**config.mk**
```make
export PLATFORM = sky130hd
export DESIGN_NAME = stitched_grid_index_generator
export DESIGN_NICKNAME = d
export VERILOG_FILES = /design/src/rtl/sgig_pkg.sv /design/src/rtl/stitched_grid_index_generator.sv
export SDC_FILE = /design/constraint.sdc
export NUM_CORES = 1
export LEC_CHECK = 0
export BUFFER_PORTS_ARGS = -buffer_cell sky130_fd_sc_hd__buf_2
export CELL_PAD_IN_SITES_DETAIL_PLACEMENT = 1
export CELL_PAD_IN_SITES_GLOBAL_PLACEMENT = 1
export CORE_MARGIN = 2
export CORE_UTILIZATION = 40
export DETAILED_ROUTE_END_ITERATION = 12
export GPL_TIMING_DRIVEN = 1
export PLACE_DENSITY = 0.72
export SLEW_MARGIN = 20
export SYNTH_ARGS = -nofsm -noshare
export SYNTH_HDL_FRONTEND = slang
export SYNTH_SLANG_ARGS = --single-unit
```
**constraint.sdc**
```tcl
create_clock -name clk -period 9.9 [get_ports clk]
set_input_delay 0.99 -clock clk [delete_from_list [all_inputs] [get_ports clk]]
set_output_delay 0.99 -clock clk [all_outputs]
set_load 0.02 [all_outputs]
```
**src/rtl/sgig_pkg.sv**
```systemverilog
`timescale 1ns / 1ps
// ---------------------------------------------------------------------------
// sgig_pkg
// Shared widths, register indexes and types of the stitched grid index
// generator.
// ---------------------------------------------------------------------------
package sgig_pkg;

  localparam int COORD_W   = 8;   // quad row / column
  localparam int VTX_W     = 16;  // vertex index, wraps mod 2^16
  localparam int CFG_IDX_W = 2;
  localparam int CFG_DW    = 8;   // widest register

  typedef logic [COORD_W-1:0]   coord_t;
  typedef logic [VTX_W-1:0]     vtx_t;
  typedef logic [CFG_IDX_W-1:0] cfg_idx_t;
  typedef logic [CFG_DW-1:0]    cfg_data_t;

  // register indexes
  localparam cfg_idx_t REG_QUADS  = 2'd0;
  localparam cfg_idx_t REG_JOIN_X = 2'd1;
  localparam cfg_idx_t REG_JOIN_Z = 2'd2;

  // join side bits
  localparam int SIDE_NEG = 0;
  localparam int SIDE_POS = 1;

  localparam coord_t QUADS_RST = 8'd64;

  typedef struct packed {
    vtx_t a;
    vtx_t b;
    vtx_t c;
  } tri_t;

  // per-quad edge decode carried from decode stage to corner stage
  typedef struct packed {
    logic flip;
    logic ex0;    // widen first triangle along x (positive z stitch)
    logic ez0;    // widen first triangle corner b along z
    logic ez1;    // widen first triangle corner a along z
    logic ex1;    // widen second triangle along x (negative z stitch)
    logic keep0;
    logic keep1;
  } quad_flags_t;

endpackage

```
**src/rtl/stitched_grid_index_generator.sv**
```systemverilog
`timescale 1ns / 1ps
// ---------------------------------------------------------------------------
// stitched_grid_index_generator
// Turns one grid quad request into up to two stitched triangles of vertex
// indices, snake ordered, over a five-register pipeline.
// ---------------------------------------------------------------------------
//  channel | ports                                   | handshake
//  --------+-----------------------------------------+---------------------
//  request | in_quad_row, in_loop_column             | start && !busy
//  result  | out_corner_a/b/c, out_which_triangle,   | out_valid, 1 cycle
//          | out_last                                |
//  config  | cfg_index, cfg_wdata                    | cfg_we
//
// The first triangle reaches the result ports through the stage 1, stage 2,
// stage 3, stage 4 and output registers; the second follows in the next
// cycle. One triangle leaves per cycle, so a quad with two triangles holds
// the emit stage until its second has left; one with one or none does not.
// busy rises when the emit stage holds two pending triangles and the stages
// behind it are full; nothing is dropped or repeated. Synchronous reset
// empties the pipeline and loads quads_per_side = 64, join sides = 0.
// ---------------------------------------------------------------------------
module stitched_grid_index_generator #(
  parameter int MAX_QUADS = 255
) (
  input  logic                clk,
  input  logic                rst_n,
  input  logic                start,
  output logic                busy,
  input  sgig_pkg::coord_t    in_quad_row,
  input  sgig_pkg::coord_t    in_loop_column,
  output logic                out_valid,
  output sgig_pkg::vtx_t      out_corner_a,
  output sgig_pkg::vtx_t      out_corner_b,
  output sgig_pkg::vtx_t      out_corner_c,
  output logic                out_which_triangle,
  output logic                out_last,
  input  logic                cfg_we,
  input  sgig_pkg::cfg_idx_t  cfg_index,
  input  sgig_pkg::cfg_data_t cfg_wdata
);
  import sgig_pkg::*;

  localparam coord_t QMAX = COORD_W'(MAX_QUADS);

  // configuration
  coord_t     quads_r;
  logic [1:0] join_x_r;
  logic [1:0] join_z_r;

  always_ff @(posedge clk) begin
    if (!rst_n) begin
      quads_r  <= QUADS_RST;
      join_x_r <= '0;
      join_z_r <= '0;
    end else if (cfg_we) begin
      case (cfg_index)
        REG_QUADS:  quads_r  <= (cfg_wdata > QMAX) ? QMAX : cfg_wdata;
        REG_JOIN_X: join_x_r <= cfg_wdata[1:0];
        REG_JOIN_Z: join_z_r <= cfg_wdata[1:0];
        default: ;
      endcase
    end
  end

  logic [COORD_W:0] width_v;  // vertices per row
  assign width_v = {1'b0, quads_r} + {{COORD_W{1'b0}}, 1'b1};

  // pipeline control
  logic s1_v_r, s2_v_r, s3_v_r;
  logic p0_r, p1_r;           // pending triangles in emit stage
  logic rdy1, rdy2, rdy3, rdy4;
  logic accept;

  assign rdy4   = !(p0_r && p1_r);
  assign rdy3   = !s3_v_r || rdy4;
  assign rdy2   = !s2_v_r || rdy3;
  assign rdy1   = !s1_v_r || rdy2;
  assign busy   = !rdy1;
  assign accept = start && rdy1;

  // stage 1: request capture
  coord_t z1_r, x1_r;
  always_ff @(posedge clk) begin
    if (rdy1) begin
      z1_r <= in_quad_row;
      x1_r <= in_loop_column;
    end
  end

  // stage 2: range check, snake mirror, edge decode
  logic        in_grid;
  logic        zodd, top, bottom, left, right;
  coord_t      xs;
  quad_flags_t fl_nxt;

  always_comb begin
    in_grid = (z1_r < quads_r) && (x1_r < quads_r);
    zodd    = z1_r[0];
    xs      = zodd ? (quads_r - COORD_W'(1) - x1_r) : x1_r;
    top     = (z1_r == quads_r - COORD_W'(1));
    bottom  = (z1_r == '0);
    left    = (xs == '0);
    right   = (xs == quads_r - COORD_W'(1));
    fl_nxt.flip  = xs[0] ^ z1_r[0];
    fl_nxt.ex0   = join_z_r[SIDE_POS] && top;
    fl_nxt.ez0   = join_x_r[SIDE_NEG] && left && !zodd;
    fl_nxt.ez1   = join_x_r[SIDE_POS] && right && !zodd;
    fl_nxt.ex1   = join_z_r[SIDE_NEG] && bottom;
    fl_nxt.keep0 = !(join_z_r[SIDE_POS] && xs[0] && top);
    fl_nxt.keep1 = !(join_z_r[SIDE_NEG] && xs[0] && bottom)
                && !(join_x_r[SIDE_NEG] && zodd && left)
                && !(join_x_r[SIDE_POS] && zodd && right);
  end

  coord_t      z2_r, xs2_r;
  quad_flags_t fl2_r;
  always_ff @(posedge clk) begin
    if (rdy2) begin
      z2_r  <= z1_r;
      xs2_r <= xs;
      fl2_r <= fl_nxt;
    end
  end

  // stage 3: row base z * w
  logic [2*COORD_W:0] row_prod;
  assign row_prod = {{(COORD_W+1){1'b0}}, z2_r} * {{COORD_W{1'b0}}, width_v};

  vtx_t        zw3_r;
  coord_t      xs3_r;
  quad_flags_t fl3_r;
  always_ff @(posedge clk) begin
    if (rdy3) begin
      zw3_r <= row_prod[VTX_W-1:0];
      xs3_r <= xs2_r;
      fl3_r <= fl2_r;
    end
  end

  // stage 4: corner sums, then serialize
  vtx_t wv, xv, base, base_up;
  tri_t t0_nxt, t1_nxt;
  always_comb begin
    wv      = VTX_W'(width_v);
    xv      = VTX_W'(xs3_r);
    base    = zw3_r + xv;
    base_up = base + wv;
    t0_nxt.a = base_up + (fl3_r.ez1 ? wv : '0) + VTX_W'(1) + VTX_W'(fl3_r.ex0);
    t0_nxt.b = base_up + (fl3_r.ez0 ? wv : '0);
    t0_nxt.c = base + VTX_W'(fl3_r.flip);
    t1_nxt.a = base + VTX_W'(1) + VTX_W'(fl3_r.ex1);
    t1_nxt.b = base_up + VTX_W'(1) - VTX_W'(fl3_r.flip);
    t1_nxt.c = base;
  end

  tri_t t0_r, t1_r;
  logic load4;
  assign load4 = s3_v_r && rdy4;

  always_ff @(posedge clk) begin
    if (load4) begin
      t0_r <= t0_nxt;
      t1_r <= t1_nxt;
    end
  end

  // output register
  logic out_v_r;
  tri_t out_t_r;
  logic out_which_r, out_last_r;

  always_ff @(posedge clk) begin
    if (p0_r) begin
      out_t_r     <= t0_r;
      out_which_r <= 1'b0;
      out_last_r  <= !p1_r;
    end else begin
      out_t_r     <= t1_r;
      out_which_r <= 1'b1;
      out_last_r  <= 1'b1;
    end
  end

  // valid bits
  logic p0_nxt, p1_nxt;
  always_comb begin
    p0_nxt = 1'b0;
    p1_nxt = p1_r && p0_r;
    if (load4) begin
      p0_nxt = fl3_r.keep0;
      p1_nxt = fl3_r.keep1;
    end
  end

  always_ff @(posedge clk) begin
    if (!rst_n) begin
      s1_v_r  <= 1'b0;
      s2_v_r  <= 1'b0;
      s3_v_r  <= 1'b0;
      p0_r    <= 1'b0;
      p1_r    <= 1'b0;
      out_v_r <= 1'b0;
    end else begin
      if (rdy1) s1_v_r <= accept;
      if (rdy2) s2_v_r <= s1_v_r && in_grid;
      if (rdy3) s3_v_r <= s2_v_r;
      p0_r    <= p0_nxt;
      p1_r    <= p1_nxt;
      out_v_r <= p0_r || p1_r;
    end
  end

  assign out_valid          = out_v_r;
  assign out_corner_a       = out_t_r.a;
  assign out_corner_b       = out_t_r.b;
  assign out_corner_c       = out_t_r.c;
  assign out_which_triangle = out_which_r;
  assign out_last           = out_last_r;

endmodule

```
Word level (Yosys, flattened, before mapping)
Index checks and enable logic that the tools add are counted.

Input bits: 30. Flip-flop bits (word level): 234.

Order comparisons: 3. Muxes and demuxes: 7. $mul: 1. Add/sub/neg operators: 14. Eq/ne operators: 4. Reductions and logical operators: 43. Bitwise logic cells: 1.

Operators with widths (count): 16-bit by 1-bit adder with 16-bit output (3); 16-bit by 1-bit adder with 16-bit output (second input constant) (3); 16-bit by 9-bit adder with 16-bit output (3); 48-bit two-way mux (1); 1-bit logical AND (21); 9-bit two-way mux (2); 16-bit by 8-bit adder with 16-bit output (1); 8-bit == test (2); 8-bit zero test (2); 8-bit < comparator (2); 8-bit by 9-bit multiplier with 16-bit output (1); 8-bit two-way mux (2); 16-bit by 1-bit subtractor with 16-bit output (1); 1-bit zero test (11); 8-bit by 1-bit adder with 9-bit output (second input constant) (1); 8-bit greater-than comparator (second input constant) (1); 2-bit AND reduction (4); 8-bit by 1-bit subtractor with 8-bit output (second input constant) (1); 8-bit subtractor (1); 1-bit logical OR (4); 2-bit by 1-bit == test with 1-bit output (second input constant) (1); 2-bit == test (second input constant) (1); 2-bit zero test (1); 1-bit two-way mux (2); 1-bit XOR (1).

Depth between registers and ports, before layout
Gate-level depths: netlist of the first run.

Depth in word-level cells: 8. Gate-level depth with buffers: 25.

Worst setup path after synthesis of the first run
OpenSTA, ideal clock, no wires.

Kind: flip-flop to flip-flop. From: register quads_r[0]. To: register zw3_r[15] (data pin). Period minus slack after synthesis: 5.141 ns. Setup slack: 4.759 ns. Cell stages (with the launch flop): 19. Data arrival time: 4.881 ns. Data required time: 9.640 ns. Buffers on the path: 1. Cell sequence: dfxtp_1 clkinv_1 ha_1 clkbuf_1 nand2_1 fa_1 fa_1 inv_1 fa_1 inv_1 fa_1 inv_1 ha_1 a21boi_0 o21ai_0 a21boi_0 o2111ai_1 a31oi_1 xnor2_1.

Word-level cells in the longest chain between the ends: 2.

Ends and longest elaborated chain: from (decl) (RTL line stitched_grid_index_generator.sv:46) `coord_t quads_r;`; from (signal assigned) (RTL line stitched_grid_index_generator.sv:57) `REG_QUADS: quads_r <= (cfg_wdata > QMAX) ? QMAX : cfg_wdata;`; 8-bit by 1-bit adder with 9-bit output (RTL line stitched_grid_index_generator.sv:66) `assign width_v = {1'b0, quads_r} + {{COORD_W{1'b0}}, 1'b1};`; 8-bit by 9-bit multiplier with 16-bit output (RTL line stitched_grid_index_generator.sv:127) `assign row_prod = {{(COORD_W+1){1'b0}}, z2_r} * {{COORD_W{1'b0}}, width_v};`; via row_prod[15] (RTL line stitched_grid_index_generator.sv:126) `logic [2*COORD_W:0] row_prod;`; to (signal assigned) (RTL line stitched_grid_index_generator.sv:134) `zw3_r <= row_prod[VTX_W-1:0];`; to (decl) (RTL line stitched_grid_index_generator.sv:129) `vtx_t zw3_r;`.

The timed path passes the listed nets, and every way through them passes these cells. A chain may end at the register's enable or synchronous reset.

Worst setup path in the final report of the first run
Same ends and word-level chain as after synthesis.

==> metrics.md, run 1 <==
| Metric | Value |
|---|---|
| Cells after synthesis | 1256 |
| Post-synth top area share | 0.350 |
| H-tree depth | 1 |
| Gpl congestion | 0.830 |
| Arrival time worst endpoint | 6600 ps |
| Register area | 6350 sq um |
| Total gr overflow | 0 |
| Mapped cell area | 14200 sq um |
| Die width | 193 um |
| RSZ-0062 raised after global routing | false |
| Status | complete, no violations |
| Postcts setup bufs | 0 |
| Hold Crit Class | reg -> reg |
| Post-CTS Resized | 0 |
| Max-cap violations | 0 |
| Routed wire per std cell | 17.9 um |
| Clock sinks | 234 |
| # nets final | 1555 |
| CP Buf/Inv Count | 4 |
| Sequential element share of the synthesized area | 0.446 |
| Router iterations before antenna repair | 4 |
| Sw Ratio | 0.394 |
| Number of synthesized flops with an enable pin | 166 |
| P&R area growth vs syn | 13.3% |
| # rows | 69 |
| Detailed Route Iter0 Violations | 296 |
| Fmax | 158 MHz |
| Post-synthesis register bit count | 234 |
| Warnings from Yosys | 0 |
| Ys flop type | edfxtp_1 |
| P per Cell Area | 289 nW/um^2 |
| P_sw | 1.83 mW |
| Netlist cell types | 77 |
| Commonest non-fill, non-tap cell in the layout | edfxtp_1 |
| Largest net degree at the start of global routing | 68 |
| Total CTS buffers | 27 |
| Final setup viols | 0 |
| Via Count | 9329 |
| Crit. End Element | flip-flop |
| Die Span Y | 193 um |
| Antenna Nets Post-Route | 0 |
| Tot Pwr | 4.65 mW |
| Final Skew | 35.6 ps |
| Max-slew violation count | 0 |
| Commonest cells after routing, fill and taps aside | edfxtp_1, inv_1, ha_1 |
| Top delay family on crit path | adder cells |
| Tcrit/Tclk final | 0.638 |
| Syn Area/Cell | 11.3 sq um |
| Setup TNS | 0 ps |
| WL final | 32.8 mm |
| Layout cell share with drive strength beyond 1 | 0.161 |
| Slowest stage delay, CP | 820 ps |
| Drt via density | 5.08 |
| DP Wirelength | 25.6 mm |
| R2r setup slk | 3590 ps |
| Worst vdd ir | 0.203 mV |
| Cell internal pwr | 2.82 mW |
| Crit path launch type | flip-flop |
| Crit path kind | reg -> reg |
| CP max FO | 15 |
| First-pass GRT wire length | 52.0 mm |
| Worst EP required | 10190 ps |
| Multi-input gate area | 7260 sq um |
| Synth area leader | edfxtp_1 |
| I/O Buffers | 81 |
| CTS tree | yes |
| Synth Net Count | 1457 |
| Comb power frac | 0.502 |
| Top Ports | 82 |
| Initial Utilization | 0.403 |
| Clk slew on worst S/H paths | 60 ps |
| Number of global-route vias before repair | 9881 |
| Async S/R FF share, synth | 0 |
| Fin crit period | 6310 ps |
| Total GRT Usage | 0.180 |
| Root Driver | clkbuf_16 |
| Lkg Pwr | 6.68 nW |
| Cell-by-cell trace of the critical path | clkinv_1, ha_1, nand2_1, fa_1, fa_1, inv_1, ha_1, inv_1, fa_1, inv_1, ha_1, nor2b_1, o21ai_0, a21boi_0, o21ai_0, a21boi_0, o2111ai_1, a31oi_1, xnor2_1 |
| Initial antenna violation count | 0 |
| Fill cell total of the finished layout | 3807 |
| Die ar. | 37100 sq um |
| # DRC | 0 |
| Clk_lat worst skew | 560 ps |
| Actual slew at the worst max-slew pin | 1090 ps |
| Clk pwr share | 0.215 |
| Max Root-Sink Buffers | 3 |
| Slew Limit Headroom | 0.271 |
| Slowest-stage cell, CP | ha_1 |
| Hold bufs inserted after CTS | 0 |
| Top cells by area, synth | edfxtp_1, ha_1, dfxtp_1 |
| Final hold viol count | 0 |
| Sequential Power Share | 0.283 |
| Core footprint | 35300 sq um |
## final timing paths
check / start / to / cells after the start
max reg2reg: quads_r[0]$_SDFFE_PN0P_ / zw3_r[15]$_DFFE_PP_ / 19
min reg2reg: fl2_r[3]$_DFFE_PP_ / fl3_r[3]$_DFFE_PP_ / 0
max: quads_r[0]$_SDFFE_PN0P_ / zw3_r[15]$_DFFE_PP_ / 19
min: fl2_r[3]$_DFFE_PP_ / fl3_r[3]$_DFFE_PP_ / 0
## area by class of cell
| cell class | instances | share of cell area |
|---|---|---|
| Antenna cell | 1 | 0.000155 |
| Clock buffer | 33 | 0.0446 |
| Clock inverter | 17 | 0.0114 |
| Inverter | 142 | 0.0335 |
| Multi-Input combinational cell | 858 | 0.451 |
| Sequential cell | 234 | 0.394 |
| Tap cell | 461 | 0.0358 |
| Timing Repair Buffer | 91 | 0.0298 |
## power by group through the flow
stage	logic (mW)	registers (mW)	clock network, mW
final	2.34	1.32	1.00
after global routing	2.61	1.32	1.06
after detailed placement	2.34	1.34	0
after floorplan	1.79	1.33	0
after global placement	2.27	1.34	0
after CTS	2.36	1.32	1.03
## stage by stage
step | cells | worst slack [ps] | hold WS [ps] | cell area, sq um | util
final | 1837 | 3590 | 420 | 16100 | 0.456
after global routing | 1836 | 3090 | 421 | 16100 | 0.456
after CTS | 1836 | 3610 | 421 | 16100 | 0.456
after detailed placement | 1786 | 3710 | 407 | 15200 | 0.431
after global placement | 1786 | 3940 | 404 | 15200 | 0.431
after floorplan | 1256 | 4760 | 400 | 14200 | -
## synth_stat cells (all sizes together), types with 3 or more instances
library cell and number:
buf 3, edfxtp 166, fa 46, a211oi 5, and2 48, xnor2 106
a21o 9, mux2i 8, or4 3, ha 125, xor2 33, dfxtp 68
nor4 4, o211ai 5, nand3 24, or3 6, or2 4, nand2 70
o21bai 4, nor3 24, clkbuf 19, nand3b 3, nor2 76, mux2 48
o2111ai 3, a21oi 38, a21boi 11, nor2b 50, o22ai 3, o31ai 4
nand2b 6, inv 141, maj3 4, o21a 18, o21ai 34, and3 7
nor3b 3, nand4 6
## flip-flops by register name (all words and copies together) (netlist names), 8 cells and up
name / flops
zw3_r: 16
t0_r: 48
out_corner_b: 16
t1_r: 48
out_corner_a: 16
out_corner_c: 16
x1_r: 8
z2_r: 8
xs3_r: 8
z1_r: 8
xs2_r: 8
quads_r: 8
## metal layers
metal,global-route usage,share of wire
met1,0.216,0.43
met5,0,0
met4,0.0655,0.037
met3,0.0258,0.033
met2,0.326,0.50
## cells by family after synthesis
group | after synthesis | share of synthesized area
and+or+nand+nor | 336 | 0.121
muxes | 56 | 0.0436
buffers and inverters | 164 | 0.0439
xor gates and xnor gates | 139 | 0.0951
AOI/OAI and AO/OA | 152 | 0.0726
DFF | 234 | 0.446
adders and majority gates | 175 | 0.178
Note: power is estimated with default switching activity, not from simulation.
==> run 2, diff against run 1 <==
Settings changed: PLACE_DENSITY 0.72 to 0.74.
Clock period 9.9 ns to 5.8 ns, I/O delays scaled along.
==> run 2 against run 1 <==
Sequential power grew 70%. Clock skew fell by 13 ps. Sequential cell count unchanged. Hold slack worse by 210 ps. Utilization is 0.22 points higher. First-iteration DRC count up 2.0%. Critical path depth is 3 higher. Setup slack worse by 3100 ps. Largest cell class unchanged. Largest power group unchanged.
==> metrics.md, run 2 (synthesis results as in run 1) <==
| Metric | Value |
|---|---|
| Status | complete, no violations |
| Fmax | 188 MHz |
| Fin crit period | 5310 ps |
| Hold path startpoint | in_loop_column[6] |
| Arrival time worst endpoint | 5610 ps |
| CTS tree | yes |
| Worst setup path start | xs3_r[0]$_DFFE_PP_ |
| Initial Utilization | 0.403 |
| First-pass GRT wire length | 52.1 mm |
| Detailed Route Iter0 Violations | 302 |
| Total GRT Usage | 0.180 |
| Routed wire per std cell | 17.7 um |
| Sequential Power Share | 0.280 |
| I/O Buffers | 81 |
| Cell internal pwr | 4.86 mW |
| WL final | 32.6 mm |
| Comb power frac | 0.507 |
| Crit path launch type | flip-flop |
| Gpl congestion | 0.841 |
| Antenna Nets Post-Route | 0 |
| Total CTS buffers | 28 |
| Setup TNS | 0 ps |
| Hold bufs inserted after CTS | 0 |
| DP Wirelength | 25.3 mm |
| Die Span Y | 193 um |
| Actual slew at the worst max-slew pin | 804 ps |
| H-tree depth | 1 |
| Fill cell total of the finished layout | 3810 |
| Clk slew on worst S/H paths | 60 ps |
| Biggest regs | t0_r (48), t1_r (48) |
| Commonest non-fill, non-tap cell in the layout | edfxtp_1 |
| Max-slew violation count | 0 |
| Root Driver | clkbuf_16 |
| P_sw | 3.18 mW |
| Clock sinks | 234 |
| # nets final | 1565 |
| Layout cell share with drive strength beyond 1 | 0.167 |
| Sw Ratio | 0.395 |
| Final hold viol count | 0 |
| Slew Limit Headroom | 0.463 |
| Drt via density | 5.04 |
| # DRC | 0 |
| Via Count | 9318 |
| Die ar. | 37100 sq um |
| Reg2reg start | xs3_r[0]$_DFFE_PP_ |
| Core footprint | 35300 sq um |
| Final Skew | 22.6 ps |
| Crit path kind | reg -> reg |
| Util after Layout | 0.459 |
| Clk_lat worst skew | 560 ps |
| Commonest cells after routing, fill and taps aside | edfxtp_1, inv_1, ha_1 |
| # rows | 69 |
| Crit. End Element | flip-flop |
| CP max FO | 5 |
| Tcrit/Tclk final | 0.915 |
| Worst vdd ir | 0.373 mV |
| P&R area growth vs syn | 13.8% |
| Final setup viols | 0 |
| Postcts setup bufs | 0 |
| Post-CTS Resized | 0 |
| Clk pwr share | 0.213 |
| Lkg Pwr | 6.73 nW |
| Max-cap violations | 0 |
| Largest net degree at the start of global routing | 51 |
| Max Root-Sink Buffers | 3 |
| Total gr overflow | 0 |
| WHS | 207 ps |
| Top Ports | 82 |
| Initial antenna violation count | 0 |
| Worst EP required | 6100 ps |
| Number of global-route vias before repair | 10200 |
| P per Cell Area | 497 nW/um^2 |
| RSZ-0062 raised after global routing | false |
| Hold Crit Class | in -> reg |
| Router iterations before antenna repair | 4 |
| ANT cells | 0 |
| Die width | 193 um |
-- run 2: changes by cell type in the layout (fill, tap and decap cells not counted), sizes merged --
cell      before  now
clkinvlp       4    2
clkinv         8    7
bufinv         3    1
clkbuf        33   40
diode          1    0
buf           91  100
-- run 2: final cells by class --
class / instances / area [sq um] / share of cell area
repair buffers: 100 / 548 / 0.0338
inverters: 142 / 541 / 0.0334
flip-flops and latches: 234 / 6350 / 0.392
well taps: 461 / 577 / 0.0356
clock buffers: 40 / 796 / 0.0491
clock inverters: 12 / 119 / 0.00734
multi-input cells: 858 / 7260 / 0.449
-- run 2: worst max-delay path, cell delays in order, from the launching register on --
cell and delay [ps]:
edfxtp_1 330, ha_1 190, inv_1 70, fa_1 400, xor2_1 410, inv_1 190, ha_1 380, a211oi_1 340
nor2_1 120, o21a_1 190, nor2_1 130, xor2_1 240, inv_1 130, ha_1 320, ha_1 320, nor2_1 60
nor2_1 90, o41ai_1 130, o21a_1 240, maj3_1 370, nor2_2 170, nand3_1 120, xnor2_1 140
-- run 2: metrics by stage --
stage / instances / total power [mW] / worst slack (ps) / cell area, sq um
2_1_floorplan: 1256 / 5.33 / 659 / 14200
3_3_place_gp: 1795 / 6.25 / 635 / 15300
3_5_place_dp: 1795 / 6.37 / 442 / 15300
4_1_cts: 1847 / 8.14 / 461 / 16200
5_1_grt: 1847 / 8.62 / 20.4 / 16200
6_report: 1847 / 8.04 / 491 / 16200
-- run 2: worst paths after layout --
path | end | depth (start not counted) | slack, ps
worst max register to register | t0_r[47]$_DFFE_PP_ | 22 | 490
worst min-delay path | x1_r[6]$_DFFE_PN_ | 1 | 210
worst min register to register | fl3_r[3]$_DFFE_PP_ | 0 | 420
worst max-delay path | t0_r[47]$_DFFE_PP_ | 22 | 490
-- run 2: routing by layer --
metal  global-route usage  share of wire  vias to the layer above
li1                     -              -                     4529
met1                0.210           0.42                     4576
met2                0.339           0.52                      156
met3               0.0249          0.032                       57
met4               0.0546          0.027                        0
met5                    0              0                        -
-- run 2: power groups by stage --
stage	logic, mW	registers [mW]	clock network, mW
4_1_cts	4.13	2.25	1.76
3_5_place_dp	4.08	2.29	0
3_3_place_gp	3.96	2.28	0
5_1_grt	4.54	2.26	1.81
6_report	4.08	2.25	1.71
2_1_floorplan	3.06	2.27	0
